### config.mk
export PLATFORM = sky130hd
export DESIGN_NAME = matrix_keypad_scanner_top
export DESIGN_NICKNAME = d
export VERILOG_FILES = /design/src/hdl/mks_pkg.sv /design/src/hdl/matrix_keypad_scanner_top.sv
export SDC_FILE = /design/constraint.sdc
export NUM_CORES = 1
export LEC_CHECK = 0
export BUFFER_PORTS_ARGS = -buffer_cell sky130_fd_sc_hd__buf_2
export CAP_MARGIN = 15
export CORE_ASPECT_RATIO = 1.5
export CORE_MARGIN = 4
export CORE_UTILIZATION = 29
export DETAILED_ROUTE_END_ITERATION = 8
export PLACE_DENSITY_LB_ADDON = 0.3
export SYNTH_ARGS = -nofsm -noshare
export SYNTH_HDL_FRONTEND = slang
export SYNTH_SLANG_ARGS = --single-unit
### constraint.sdc
create_clock -name clk -period 4.6 [get_ports clk]
set_input_delay 0.92 -clock clk [delete_from_list [all_inputs] [get_ports clk]]
set_output_delay 0.92 -clock clk [all_outputs]
set_load 0.02 [all_outputs]
### src/hdl/mks_pkg.sv
// Shared types and constants of the matrix keypad scanner.
// No dependencies; imported by matrix_keypad_scanner_top and its testbench.
`default_nettype none

package mks_pkg;

	// Field widths
	localparam int RowW     = 5;
	localparam int ColW     = 4;
	localparam int KeyW     = 8;
	localparam int TypeW    = 2;
	localparam int DebW     = 8;
	localparam int TableW   = 64;
	localparam int RowIdxW  = 3;
	localparam int ColIdxW  = 2;
	localparam int CfgIdxW  = 2;
	localparam int InDataW  = 8;
	localparam int OutDataW = 16;

	// Parameter defaults
	localparam int SettleTicksDef = 5;
	localparam int MaxRowsDef     = 5;
	localparam int MaxColumnsDef  = 4;

	// Register indexes
	localparam logic [CfgIdxW-1:0] REG_KEYPAD_TYPE    = 2'd0;
	localparam logic [CfgIdxW-1:0] REG_DEBOUNCE_MS    = 2'd1;
	localparam logic [CfgIdxW-1:0] REG_KEY_TABLE_LOW  = 2'd2;
	localparam logic [CfgIdxW-1:0] REG_KEY_TABLE_HIGH = 2'd3;

	// Keypad type codes
	localparam logic [TypeW-1:0] KP_4X4 = 2'd0;
	localparam logic [TypeW-1:0] KP_4X3 = 2'd1;
	localparam logic [TypeW-1:0] KP_5X3 = 2'd2;

	// Reset values and special codes
	localparam logic [DebW-1:0] DEBOUNCE_RESET = 8'd10;
	localparam logic [KeyW-1:0] NO_KEY         = 8'hFF;
	localparam logic [RowIdxW-1:0] ROW_LINES   = 3'd5;

	typedef enum logic [4:0] {
		PH_IDLE     = 5'b00001,
		PH_SETTLE   = 5'b00010,
		PH_TEST     = 5'b00100,
		PH_DEBOUNCE = 5'b01000,
		PH_RELEASE  = 5'b10000
	} phase_t;

endpackage

`default_nettype wire

### src/hdl/matrix_keypad_scanner_top.sv
// Matrix keypad scanner: column sweep, row test, key table decode, debounce and release wait.
// Depends on mks_pkg.
`default_nettype none

// Channel   Dir  Handshake                 Payload
// s_axis    in   s_axis_tvalid/tready      row_levels, ms_pulse, scan_start
// m_axis    out  m_axis_tvalid/tready      column_drive, scan_done, key_code, busy_res
// cfg       in   cfg_we (no wait)          cfg_index, cfg_data
//
// Each request gives exactly one result. The scan state and the result register load
// together at the accepting edge, so one request per clock is taken while results are not held back.
// The result register sits between the sides: a new request is taken while the result
// waits, provided the waiting result is taken in the same cycle.
// arst_n clears the scan state, the result register and the registers to their defaults.

module matrix_keypad_scanner_top
	import mks_pkg::*;
#(
	parameter int SETTLE_TICKS = SettleTicksDef,
	parameter int MAX_ROWS     = MaxRowsDef,
	parameter int MAX_COLUMNS  = MaxColumnsDef
) (
	input  wire                  clk,
	input  wire                  arst_n,
	input  wire                  s_axis_tvalid,
	output logic                 s_axis_tready,
	// [4:0] row_levels, [5] ms_pulse, [6] scan_start, [7] zero
	input  wire  [InDataW-1:0]   s_axis_tdata,
	output logic                 m_axis_tvalid,
	input  wire                  m_axis_tready,
	// [3:0] column_drive, [4] scan_done, [12:5] key_code, [13] busy_res, [15:14] zero
	output logic [OutDataW-1:0]  m_axis_tdata,
	input  wire                  cfg_we,
	input  wire  [CfgIdxW-1:0]   cfg_index,
	input  wire  [TableW-1:0]    cfg_data
);

	localparam int SettleW = $clog2(SETTLE_TICKS + 1);
	localparam int EntryW  = 5;

	// Configuration
	logic [TypeW-1:0]  keypad_type_q;
	logic [DebW-1:0]   debounce_ms_q;
	logic [TableW-1:0] table_low_q;
	logic [TableW-1:0] table_high_q;

	// Scan state
	phase_t              phase_q, phase_d;
	logic [ColIdxW-1:0]  col_q, col_d;
	logic [RowIdxW-1:0]  row_q, row_d;
	logic [SettleW-1:0]  settle_q, settle_d;
	logic [DebW-1:0]     deb_q, deb_d;
	logic [KeyW-1:0]     found_q, found_d;

	logic                out_valid_q;
	logic [OutDataW-1:0] out_data_q;

	logic [RowW-1:0]     row_levels;
	logic                ms_pulse;
	logic                scan_start;
	logic                accept;

	logic [RowIdxW-1:0]  num_rows;
	logic [RowIdxW-1:0]  num_cols;
	logic                row_low;
	logic [EntryW-1:0]   entry;
	logic [KeyW-1:0]     entry_code;
	logic [2*TableW-1:0] key_table;
	logic [RowIdxW:0]    row_next;
	logic [ColIdxW:0]    col_next;
	logic [DebW-1:0]     deb_inc;
	logic                done;
	logic [ColW-1:0]     column_drive;
	logic [KeyW-1:0]     key_code;

	assign row_levels = s_axis_tdata[RowW-1:0];
	assign ms_pulse   = s_axis_tdata[RowW];
	assign scan_start = s_axis_tdata[RowW+1];

	assign s_axis_tready = !out_valid_q || m_axis_tready;
	assign accept        = s_axis_tvalid && s_axis_tready;
	assign m_axis_tvalid = out_valid_q;
	assign m_axis_tdata  = out_data_q;

	// Keypad size, capped by the parameters; unused type code reads as 4x4
	always_comb begin
		num_rows = (keypad_type_q == KP_5X3) ? 3'd5 : 3'd4;
		if (num_rows > RowIdxW'(MAX_ROWS))
			num_rows = RowIdxW'(MAX_ROWS);
		num_cols = (keypad_type_q == KP_4X3 || keypad_type_q == KP_5X3) ? 3'd3 : 3'd4;
		if (num_cols > RowIdxW'(MAX_COLUMNS))
			num_cols = RowIdxW'(MAX_COLUMNS);
	end

	// Rows above the wired lines read as pulled down
	assign row_low = (row_q < ROW_LINES) ? !row_levels[row_q] : 1'b1;

	// Table entry row * columns + column; entries above 15 decode as no key
	assign key_table  = {table_high_q, table_low_q};
	assign entry      = EntryW'(row_q) * EntryW'(num_cols) + EntryW'(col_q);
	assign entry_code = entry[EntryW-1] ? NO_KEY : key_table[entry[EntryW-2:0] * KeyW +: KeyW];

	assign row_next = {1'b0, row_q} + 1'b1;
	assign col_next = {1'b0, col_q} + 1'b1;
	assign deb_inc  = deb_q + 1'b1;

	always_comb begin
		phase_d  = phase_q;
		col_d    = col_q;
		row_d    = row_q;
		settle_d = settle_q;
		deb_d    = deb_q;
		found_d  = found_q;
		done     = 1'b0;
		case (phase_q)
			PH_IDLE: begin
				if (scan_start) begin
					col_d    = '0;
					row_d    = '0;
					settle_d = '0;
					deb_d    = '0;
					found_d  = NO_KEY;
					phase_d  = PH_SETTLE;
				end
			end
			PH_SETTLE: begin
				settle_d = settle_q + 1'b1;
				if (settle_d >= SettleW'(SETTLE_TICKS)) begin
					row_d   = '0;
					phase_d = PH_TEST;
				end
			end
			PH_TEST: begin
				if (row_q < ROW_LINES && row_low) begin
					found_d = entry_code;
					deb_d   = '0;
					phase_d = PH_DEBOUNCE;
				end
			end
			PH_DEBOUNCE: begin
				if (deb_q >= debounce_ms_q) begin
					phase_d = PH_RELEASE;
				end else if (ms_pulse) begin
					deb_d = deb_inc;
					if (deb_inc >= debounce_ms_q)
						phase_d = PH_RELEASE;
				end
			end
			PH_RELEASE: ;
			default: phase_d = PH_IDLE;
		endcase

		// Advance to the next row, then the next column, then end the sweep
		if ((phase_q == PH_TEST && !(row_q < ROW_LINES && row_low)) ||
		    (phase_q == PH_RELEASE && (row_q >= ROW_LINES || !row_low))) begin
			if (row_next < {1'b0, num_rows}) begin
				row_d   = row_next[RowIdxW-1:0];
				phase_d = PH_TEST;
			end else begin
				row_d = '0;
				if ({1'b0, col_next} < {1'b0, num_cols}) begin
					col_d    = col_next[ColIdxW-1:0];
					settle_d = '0;
					phase_d  = PH_SETTLE;
				end else begin
					col_d   = '0;
					phase_d = PH_IDLE;
					done    = 1'b1;
				end
			end
		end
	end

	assign column_drive = (phase_d == PH_IDLE) ? '1 : ~(ColW'(1) << col_d);
	assign key_code     = done ? found_d : NO_KEY;

	always_ff @(posedge clk or negedge arst_n) begin
		if (!arst_n) begin
			keypad_type_q <= KP_4X4;
			debounce_ms_q <= DEBOUNCE_RESET;
			table_low_q   <= '0;
			table_high_q  <= '0;
		end else if (cfg_we) begin
			case (cfg_index)
				REG_KEYPAD_TYPE:    keypad_type_q <= cfg_data[TypeW-1:0];
				REG_DEBOUNCE_MS:    debounce_ms_q <= cfg_data[DebW-1:0];
				REG_KEY_TABLE_LOW:  table_low_q   <= cfg_data;
				REG_KEY_TABLE_HIGH: table_high_q  <= cfg_data;
				default: ;
			endcase
		end
	end

	always_ff @(posedge clk or negedge arst_n) begin
		if (!arst_n) begin
			phase_q     <= PH_IDLE;
			col_q       <= '0;
			row_q       <= '0;
			settle_q    <= '0;
			deb_q       <= '0;
			found_q     <= NO_KEY;
			out_valid_q <= 1'b0;
			out_data_q  <= '0;
		end else begin
			if (accept) begin
				phase_q    <= phase_d;
				col_q      <= col_d;
				row_q      <= row_d;
				settle_q   <= settle_d;
				deb_q      <= deb_d;
				found_q    <= found_d;
				out_data_q <= {2'b00, (phase_d != PH_IDLE), key_code, done, column_drive};
			end
			// Hold the result until taken; refill on a new request
			if (accept)
				out_valid_q <= 1'b1;
			else if (m_axis_tready)
				out_valid_q <= 1'b0;
		end
	end

endmodule

`default_nettype wire

==> metrics, run 1 <==
antenna violations before repair=0; status=finished, final reports clean; Post-Synth Adder-Cell Area=4.91%; Synth top area share=47.1%; area growth from synthesis to layout=16.3%; Filler cells=3078; Final ANT Viol Nets=0; largest net degree at the start of global routing=95; routed wire length per instance=18.2 µm; reg2reg end=found_q[5]; CP Launch Type=flop; synthesized area=0.00908 mm²; clock root cell=clkbuf_16; R2R cell count=12; Die Y=225 µm; multiplexer share of the synthesized area=27.5%; Post-Synthesis Cells=681; DRT Wirelength=21600 µm; CP endpoint kind=flop; slew at the pin closest to its max-slew limit=1.02 ns; Post-synth EDFFs=0; Critical Path End=found_q[5]; DRC errors left=0; first-pass GRT wire length=34200 µm; Vias=5738; critical path's slowest cell=mux2i_1; Multi-input gate area=0.00429 mm²; final hold viol count=0; maximum clock path buffer count=2; setup TNS=0 ns; gr usage total=12.8%; Cell Chain, Critical Path=ha_1, nor2_1, a21o_1, ha_1, ha_1, ha_1, a21o_1, a21oi_1, xnor2_1, mux2i_1, or2_2, o22a_1; Setup CP Type=flop to flop; Post-Synth XOR/XNOR Area=1.16%; unrepaired setup endpoints after global routing=false; Period Utilization, post-route=76.6%; Clock transition at path regs=0.07 ns; vias in the first global route=6114; H-tree depth=4; yosys warns=0; worst hold path class=flop to flop; Pre-antenna DRT Iters=4; Critical Path AT=3.90 ns; Seq. cell area=0.00457 mm²; slowest stage delay, CP=0.51 ns; dpl hpwl=15700 µm; Initial DRC Count=243; initial core utilization=29.3%; vias per cell=4.83; CTS tree=yes; library cells used by synthesis=57; Synth Area in Compound Gates=6.99%; Hold-fix buffers, CTS=0; Worst EP required=4.98 ns; clock latency on the worst-skew pair=0.43 ns; simple-gate share of the synthesized area=6.38%; GPL Wtd Cong=0.785; row cnt=79; Max Clk Rate=284 MHz; Antenna diodes=0; r2r setup slk=1.08 ns; worst-path maximum fanout=9; crit path from=keypad_type_q[1]; final setup vio count=0; Synth area leader=dfrtp_1; Max-Cap Viols=0; clk_skew=0.00772 ns; PwrDens=489 mW/mm²; # Post-CTS Setup Buffers=0; async set-reset flop share out of synthesis=100%; Util after Layout=34.1%; Die ar.=0.0343 mm²; port buffer count=93; Slew Limit Headroom=32.3%; Final min period=3.52 ns; largest family of logic cells by synthesized area=multiplexers; worst vdd ir=0.000291 V; flops & latches, synth=182; die width=152 µm; Synth area leaders=dfrtp_1 47%, mux2_2 17%, mux4_2 9.2%, ha_1 4.7%, dfstp_2 3.2%; Leak=4.55 nW; most frequent CP cell=ha_1; sequential share of the synthesized area=50.3%; Remaining Overflow, GRT=0; cts bufs inserted=17; Final #Nets=883; clk sinks=182; dominant synthesized flop cell=dfrtp_1; syn_area_per_cell=13.3 µm²; share of layout cells above drive strength 1=42.3%; post-cts resize count=0; core area=0.0309 mm²; Final Slew Violations=0; I/O pin total=97; worst reg2reg startpoint=keypad_type_q[1]
==> registers in the layout, indices dropped and copies added (netlist names) <==
signal	count
deb_q	8
m_axis_tdata	14
m_axis_tvalid	1
row_q	3
keypad_type_q	2
debounce_ms_q	8
found_q	8
col_q	2
table_low_q	64
settle_q	3
table_high_q	64
phase_q	5
==> layer usage <==
metal | part of all wire, % | GRT usage [%]
met1 | 41 | 14.9
met2 | 54 | 23.6
met3 | 2.5 | 2.16
met4 | 2.3 | 4.72
met5 | 0 | 0
==> stage by stage <==
stage	hold slack, ns	cells	setup slack, ns	cell area, µm²	total power, mW
2_1_floorplan	0.474	682	1.09	9080	3.32
3_3_place_gp	0.474	1155	1.06	10000	3.78
3_5_place_dp	0.476	1155	1.07	10000	3.81
4_1_cts	0.492	1187	1.03	10600	5.24
5_1_grt	0.515	1187	0.765	10600	5.48
6_report	0.482	1187	1.08	10600	5.16
==> Yosys cell counts (all sizes together) (11+ instances only) <==
library cell / instances
dfrtp: 171
mux2: 139
mux4: 37
ha: 34
nor2: 30
nand2: 28
clkbuf: 24
inv: 23
a21oi: 21
nand3: 21
o21ai: 15
dfstp: 11
o22a: 11
==> layout make-up <==
cell class                      instances  share of cell area (%)
Sequential cell                       182                    43.3
Tap cell                              405                    4.80
Timing Repair Buffer                  102                    5.23
Clock buffer                           17                    4.03
Inverter                               23                   0.818
Clock inverter                         15                    1.28
Multi-Input combinational cell        443                    40.6
==> worst min path at each step <==
stage	depth (start not counted)	slack [ns]	start	end
floorplan	1	0.47	table_high_q[16]	table_high_q[16]
global placement	2	0.47	m_axis_tdata[4]	m_axis_tdata[4]
detailed placement	1	0.48	m_axis_tdata[13]	m_axis_tdata[13]
CTS	1	0.49	m_axis_tdata[13]	m_axis_tdata[13]
global route	1	0.51	m_axis_tdata[1]	m_axis_tdata[1]
finish	1	0.48	m_axis_tdata[13]	m_axis_tdata[13]
==> cell usage in the layout (no fill, tap or decap), drive strengths merged, types with 10 or more instances in the layout <==
cell type	n
mux2	139
nand2	28
dfstp	11
clkbuf	17
inv	32
mux2i	10
mux4	37
nand3	21
buf	102
o21ai	15
nor2	30
ha	34
o22a	11
dfrtp	171
a21oi	21
==> where the power goes <==
| group | switching (mW) | internal (mW) |
|---|---|---|
| logic | 0.750 | 0.823 |
| clock network | 0.697 | 0.718 |
| registers | 0.228 | 1.94 |
| total | 1.68 | 3.48 |
==> kinds of logic after synthesis <==
family / count (synthesis)
multiplexers: 186
buffers and inverters: 57
AO/OA/AOI/OAI: 91
adder cells (fa/ha/maj): 35
other: 1
flip-flops: 182
XOR/XNOR: 12
AND/OR/NAND/NOR: 117
==> worst max-delay path: cells and delay by family, from the launching register on <==
kind            cells  cell delay, ns
compound gates      4            0.67
xor+xnor            1            0.16
mux                 1            0.51
fa+ha+maj           4            1.37
flops               1            0.38
simple gates        2            0.38
No activity file was read; power rests on OpenSTA's default activity.
==> run 2, diff against run 1 <==
==> constraint.sdc (replaced) <==
create_clock -name clk -period 3 [get_ports clk]
set_input_delay 0.6 -clock clk [delete_from_list [all_inputs] [get_ports clk]]
set_output_delay 0.6 -clock clk [all_outputs]
set_load 0.02 [all_outputs]
==> run 2 against run 1 <==
Flip-flop and latch count unchanged. First-iteration DRC count up 5.8%. Hold slack got worse by 0.35 ns. Count of clock-buffer cells in the layout up 3. Via count rose by 0.99%. Largest cell class unchanged. Register-to-register slack got worse by 1.1 ns. Fmax up 18%. Highest routed layer unchanged. Critical path type unchanged.
==> metrics, run 2 (same netlist as run 1, synthesis figures left out) <==
slowest stage delay, CP=0.51 ns (about the same); slew at the pin closest to its max-slew limit=0.714 ns (was 1.02 ns); Critical Path AT=3.35 ns (was 3.90 ns); first-pass GRT wire length=33400 µm (was 34200 µm); GPL Wtd Cong=0.804 (was 0.785); Placed Area=0.0103 mm² (was 0.0100 mm²); clk sinks=182 (unchanged); PnR worst setup slack=0.0227 ns (was 1.08 ns); Leak=4.71 nW (was 4.55 nW); initial core utilization=29.3% (unchanged); Worst EP required=3.37 ns (was 4.98 ns); dpl hpwl=15500 µm (was 15700 µm); worst-path maximum fanout=7 (was 9); antenna violations before repair=0 (unchanged); Final ANT Viol Nets=0 (unchanged); Final min period=2.98 ns (was 3.52 ns); I/O pin total=97 (unchanged); vias in the first global route=5987 (was 6114); DRC errors left=0 (unchanged); Final #Nets=906 (was 883); Die Y=225 µm (unchanged); Pre-antenna DRT Iters=6 (was 4); largest net degree at the start of global routing=66 (was 95); Die ar.=0.0343 mm² (unchanged); Vias=5795 (was 5738); Reg power frac=39.2% (was 42.1%); H-tree depth=4 (unchanged); Sw Ratio=30.1% (was 32.5%); Period Utilization, post-route=99.2% (was 76.6%); cts bufs inserted=17 (unchanged); status=finished, final reports clean (unchanged); Max Clk Rate=336 MHz (was 284 MHz); most common cell after layout, fill and taps aside=dfrtp_1 (unchanged); CP Launch Type=flop (unchanged); clock root cell=clkbuf_16 (unchanged); Hold-fix buffers, CTS=0 (unchanged); share of layout cells above drive strength 1=46.7% (was 42.3%); Final Slew Violations=0 (unchanged); DRT Wirelength=20900 µm (was 21600 µm); Max-Cap Viols=0 (unchanged); Clock power frac=27.4% (about the same); Initial DRC Count=257 (was 243); Antenna diodes=0 (unchanged); clk_skew=0.00678 ns (was 0.00772 ns); worst vdd ir=0.000411 V (was 0.000291 V); Pint=5.85 mW (was 3.48 mW); area growth from synthesis to layout=22.1% (was 16.3%); die width=152 µm (unchanged); unrepaired setup endpoints after global routing=true (was false); routed wire length per instance=17.3 µm (was 18.2 µm); CTS tree=yes (unchanged); most frequent cells in the layout=171 x dfrtp_1, 139 x mux2_2, 92 x buf_2, 37 x mux4_2, 28 x nand2_1 (was 171 x dfrtp_1, 139 x mux2_2, 92 x buf_2, 37 x mux4_2, 33 x ha_1); core area=0.0309 mm² (unchanged); Remaining Overflow, GRT=0 (unchanged); CP endpoint kind=flop (unchanged); final instance area=0.0111 mm² (was 0.0106 mm²); switching power=2.52 mW (was 1.68 mW); worst hold path class=primary input to async pin (was flop to flop); port buffer count=93 (unchanged); Place WS=-0.150 ns (was 1.07 ns); gr usage total=12.5% (was 12.8%); row cnt=79 (unchanged); maximum clock path buffer count=2 (unchanged); Cell Chain, Critical Path=ha_4, nor2_4, a21o_1, ha_4, ha_4, fa_2, xor2_4, buf_12, mux4_2, o22a_1 (was ha_1, nor2_1, a21o_1, ha_1, ha_1, ha_1, a21o_1, a21oi_1, xnor2_1, mux2i_1, or2_2, o22a_1); PwrDens=756 mW/mm² (was 489 mW/mm²); Clock transition at path regs=0.07 ns (about the same); critical path's slowest cell=mux4_2 (was mux2i_1); vias per cell=4.79 (was 4.83); final hold viol count=0 (unchanged); Setup CP Type=flop to flop (unchanged); combinational power share=33.5% (was 30.5%); Filler cells=3026 (was 3078); Slew Limit Headroom=52.0% (was 32.3%); Hold WS=0.137 ns (was 0.482 ns); final setup vio count=0 (unchanged); most frequent CP cell=ha_4 (was ha_1); clock latency on the worst-skew pair=0.44 ns (was 0.43 ns); Pwr Total=8.38 mW (was 5.16 mW)
[run 2: changes by cell type in the layout (fill, tap and decap cells not counted), sizes merged]
cell    before  now
buf        102  125
bufinv       0    3
clkbuf      17   20
clkinv       5    7
inv         32   24
[run 2: what timing repair did]
item	CTS	global route
pin swaps	11	7
endpoints found under the setup margin	11	11
resized for setup	12	10
buffers inserted	3	0
[run 2: worst paths after layout]
| check | from | end | slack, ns | depth (start not counted) |
|---|---|---|---|---|
| setup / recovery | keypad_type_q[1] | found_q[5] | 0.02 | 10 |
| hold / removal | arst_n | table_low_q[51] | 0.14 | 1 |
| setup reg to reg | keypad_type_q[1] | found_q[5] | 0.02 | 10 |
| hold reg to reg | m_axis_tdata[4] | m_axis_tdata[4] | 0.47 | 2 |
| max in group asynchronous | arst_n | debounce_ms_q[3] | 2.03 | 2 |
| min in group clk | s_axis_tvalid | m_axis_tvalid | 0.37 | 2 |
[run 2: metal layers]
metal  vias to the layer above  track usage (%)  wire [µm]
met4                         0             4.63        351
met2                        92             22.3      11000
met1                      2947             15.3       9100
met3                        16             2.00        477
li1                       2740                -          -
met5                         -                0          0
[run 2: power groups by stage]
stage          combinational (mW)  sequential (mW)  clock, mW
3_5_place_dp                 2.70             3.32          0
6_report                     2.80             3.28       2.29
2_1_floorplan                1.89             3.23          0
4_1_cts                      2.80             3.28       2.38
5_1_grt                      3.10             3.34       2.45
3_3_place_gp                 2.67             3.31          0
[run 2: area by class of cell]
type	instances	area [µm²]	area share [%]
sequential	182	4570	41.2
multi-input combinational	443	4480	40.5
clock buffer	20	447	4.03
tap	405	507	4.57
timing repair buffer	125	837	7.55
inverter	23	86.3	0.779
clock inverter	12	153	1.38
[run 2: worst max-delay path, delay by kind of cell, from the launching register on]
family | cells | cell delay (ns)
AOI/OAI and AO/OA | 2 | 0.39
xor gates and xnor gates | 1 | 0.17
adders and majority gates | 4 | 1.23
buffers and inverters | 1 | 0.15
DFF | 1 | 0.41
muxes | 1 | 0.51
and+or+nand+nor | 1 | 0.05
[run 2: through the flow]
stage / std cells / util, % / TNS (ns)
global placement: 1175 / 33.3 / -0.490
CTS: 1210 / 35.6 / -0.0276
finish: 1210 / 35.8 / 0
global route: 1210 / 35.8 / -0.579
floorplan: 682 / - / -0.0300
detailed placement: 1175 / 33.3 / -1.01
==> run 3, diff against run 2 <==
--- a/config.mk
+++ b/config.mk
@@ -8,8 +8,9 @@
 export BUFFER_PORTS_ARGS = -buffer_cell sky130_fd_sc_hd__buf_2
 export CAP_MARGIN = 15
 export CORE_ASPECT_RATIO = 1.5
-export CORE_MARGIN = 4
+export CORE_MARGIN = 2
 export CORE_UTILIZATION = 29
+export CTS_BUF_LIST = sky130_fd_sc_hd__clkbuf_2 sky130_fd_sc_hd__clkbuf_4 sky130_fd_sc_hd__clkbuf_8
 export DETAILED_ROUTE_END_ITERATION = 8
 export PLACE_DENSITY_LB_ADDON = 0.3
 export SYNTH_ARGS = -nofsm -noshare
==> run 3 against run 2 <==
The flow now finishes with violations (negative setup slack). Sequential share of layout area increased by 0.80 points. Combinational power decreased by 2%. Cell count decreased by 0.25%. First-iteration DRC count decreased by 21%. Critical path type unchanged. Highest routed layer unchanged.
==> metrics, run 3 (same netlist as run 1, synthesis figures left out) <==
placed cells=1173 (was 1175); final setup vio count=3 (was 0); largest net degree at the start of global routing=65 (was 66); CP endpoint kind=flop (unchanged); final hold viol count=0 (unchanged); core area=0.0309 mm² (unchanged); Hold-fix buffers, CTS=0 (unchanged); Slew Limit Headroom=59.8% (was 52.0%); Period Utilization, post-route=102% (was 99.2%); slowest stage delay, CP=0.51 ns (about the same); unrepaired setup endpoints after global routing=true (unchanged); Pint=5.38 mW (was 5.85 mW); I/O pin total=97 (unchanged); vias in the first global route=6139 (was 5987); Initial DRC Count=204 (was 257); Die Y=221 µm (was 225 µm); setup TNS=-0.0821 ns (was 0 ns); non-filler cells, final=1207 (was 1210); Pwr Total=7.85 mW (was 8.38 mW); vias per cell=4.83 (was 4.79); switching power=2.47 mW (was 2.52 mW); cts bufs inserted=17 (unchanged); Final Slew Violations=0 (unchanged); gr usage total=13.5% (was 12.5%); Leak=4.61 nW (was 4.71 nW); Cell Chain, Critical Path=ha_4, nor2b_4, ha_4, ha_4, ha_4, fa_2, xor2_4, buf_12, mux4_2, o22a_1 (was ha_4, nor2_4, a21o_1, ha_4, ha_4, fa_2, xor2_4, buf_12, mux4_2, o22a_1); clk sinks=182 (unchanged); clk_skew=0.0109 ns (was 0.00678 ns); worst vdd ir=0.000371 V (was 0.000411 V); DRC errors left=0 (unchanged); worst-path maximum fanout=7 (unchanged); first-pass GRT wire length=33900 µm (was 33400 µm); most frequent CP cell=ha_4 (unchanged); Pre-antenna DRT Iters=4 (was 6); final instance area=0.0109 mm² (was 0.0111 mm²); Filler cells=3062 (was 3026); initial core utilization=29.3% (unchanged); PnR worst setup slack=-0.0477 ns (was 0.0227 ns); failing checks=negative setup slack; Max Clk Rate=328 MHz (was 336 MHz); Placed Area=0.0103 mm² (about the same); crit path buf inv count=1 (unchanged); dpl hpwl=15400 µm (was 15500 µm); Clock power frac=23.3% (was 27.4%); combinational power share=35.0% (was 33.5%); critical path's slowest cell=mux4_2 (unchanged); clock root cell=clkbuf_8 (was clkbuf_16); Util after Layout=35.1% (was 35.8%); routed wire length per instance=17.3 µm (about the same); row cnt=79 (unchanged); die width=148 µm (was 152 µm); slew at the pin closest to its max-slew limit=0.603 ns (was 0.714 ns); Reg power frac=41.7% (was 39.2%); most common cell after layout, fill and taps aside=dfrtp_1 (unchanged); most frequent cells in the layout=171 x dfrtp_1, 139 x mux2_2, 92 x buf_2, 37 x mux4_2, 28 x nand2_1 (unchanged); port buffer count=93 (unchanged); Critical Path AT=3.47 ns (was 3.35 ns); Setup CP Type=flop to flop (unchanged); Clock transition at path regs=0.09 ns (was 0.07 ns); Sw Ratio=31.4% (was 30.1%); Worst EP required=3.42 ns (was 3.37 ns); worst hold path class=primary input to async pin (unchanged); Remaining Overflow, GRT=0 (unchanged); antenna violations before repair=0 (unchanged); CP Launch Type=flop (unchanged); Max-Cap Viols=0 (unchanged); cell family contributing the most delay on the critical path=adder cells (unchanged); Final min period=3.05 ns (was 2.98 ns); Antenna diodes=0 (unchanged); GPL Wtd Cong=0.791 (was 0.804); CTS tree=yes (unchanged); Die ar.=0.0328 mm² (was 0.0343 mm²); DRT Wirelength=20900 µm (about the same); Vias=5825 (was 5795); Final ANT Viol Nets=0 (unchanged); area growth from synthesis to layout=19.7% (was 22.1%); status=complete, but fails checks (was finished, final reports clean); PwrDens=722 mW/mm² (was 756 mW/mm²); maximum clock path buffer count=2 (unchanged); Final #Nets=903 (was 906); H-tree depth=4 (unchanged); clock latency on the worst-skew pair=0.49 ns (was 0.44 ns); share of layout cells above drive strength 1=47.0% (was 46.7%)
-- run 3: cell types whose count changed in the layout (fill, tap and decap cells not counted), moves of 2 or more --
cell / change
clkbuf_16: -17
buf_12: -2
clkinvlp_4: +4
clkbuf_1: -2
clkbuf_8: +20
clkinv_2: -4
-- run 3: repair_timing --
action	4_1_cts	5_1_grt
endpoints found under the setup margin	11	11
pin swaps	19	13
setup buffers	2	0
resized for setup	11	10
hold endpoints to repair	0	0
-- run 3: worst reg2reg max path, cell delays in order (launching register included) --
cell and delay [ns]:
dfrtp_1 0.42, ha_4 0.30, nor2b_4 0.15, ha_4 0.22, ha_4 0.24, ha_4 0.16
fa_2 0.43, xor2_4 0.17, buf_12 0.16, mux4_2 0.52, o22a_1 0.22
-- run 3: metal layers --
layer | global-route usage (%) | vias to the layer above | share of wire [%]
met5 | 0 | - | 0
met4 | 5.56 | 0 | 2.4
met3 | 2.41 | 23 | 2.4
met2 | 23.5 | 87 | 52
met1 | 16.6 | 2993 | 43
li1 | - | 2722 | -
-- run 3: area by class of cell --
class	count	area (µm²)	share of cell area, %
Clock buffer	22	297	2.73
Tap cell	405	507	4.66
Inverter	23	86.3	0.794
Multi-Input combinational cell	443	4480	41.2
Clock inverter	10	145	1.34
Sequential cell	182	4570	42.0
Timing Repair Buffer	122	790	7.26
-- run 3: metrics by stage --
step | hold slack, ns | setup slack (ns)
CTS | 0.0814 | -0.0614
finish | 0.0806 | -0.0477
detailed placement | 0.464 | -0.157
global placement | 0.462 | -0.120
floorplan | 0.304 | -0.0300
global route | 0.0866 | -0.158
-- run 3: final timing paths --
check                                    to  slack [ns]        startpoint  cells after the start
min in group clk              m_axis_tvalid        0.33     s_axis_tvalid                      2
setup / recovery                 found_q[5]       -0.05  keypad_type_q[1]                     10
max in group asynchronous        found_q[7]        2.11            arst_n                      2
hold reg to reg             m_axis_tdata[4]        0.48   m_axis_tdata[4]                      2
hold / removal             table_high_q[51]        0.08            arst_n                      1
setup reg to reg                 found_q[5]       -0.05  keypad_type_q[1]                     10
-- run 3: power groups by stage --
stage                     registers [mW]  clock network, mW  logic [mW]
after floorplan                     3.23                  0        1.89
after global placement              3.31                  0        2.61
after detailed placement            3.33                  0        2.65
after CTS                           3.28               1.90        2.73
after global routing                3.35               2.00        3.03
final                               3.27               1.83        2.74
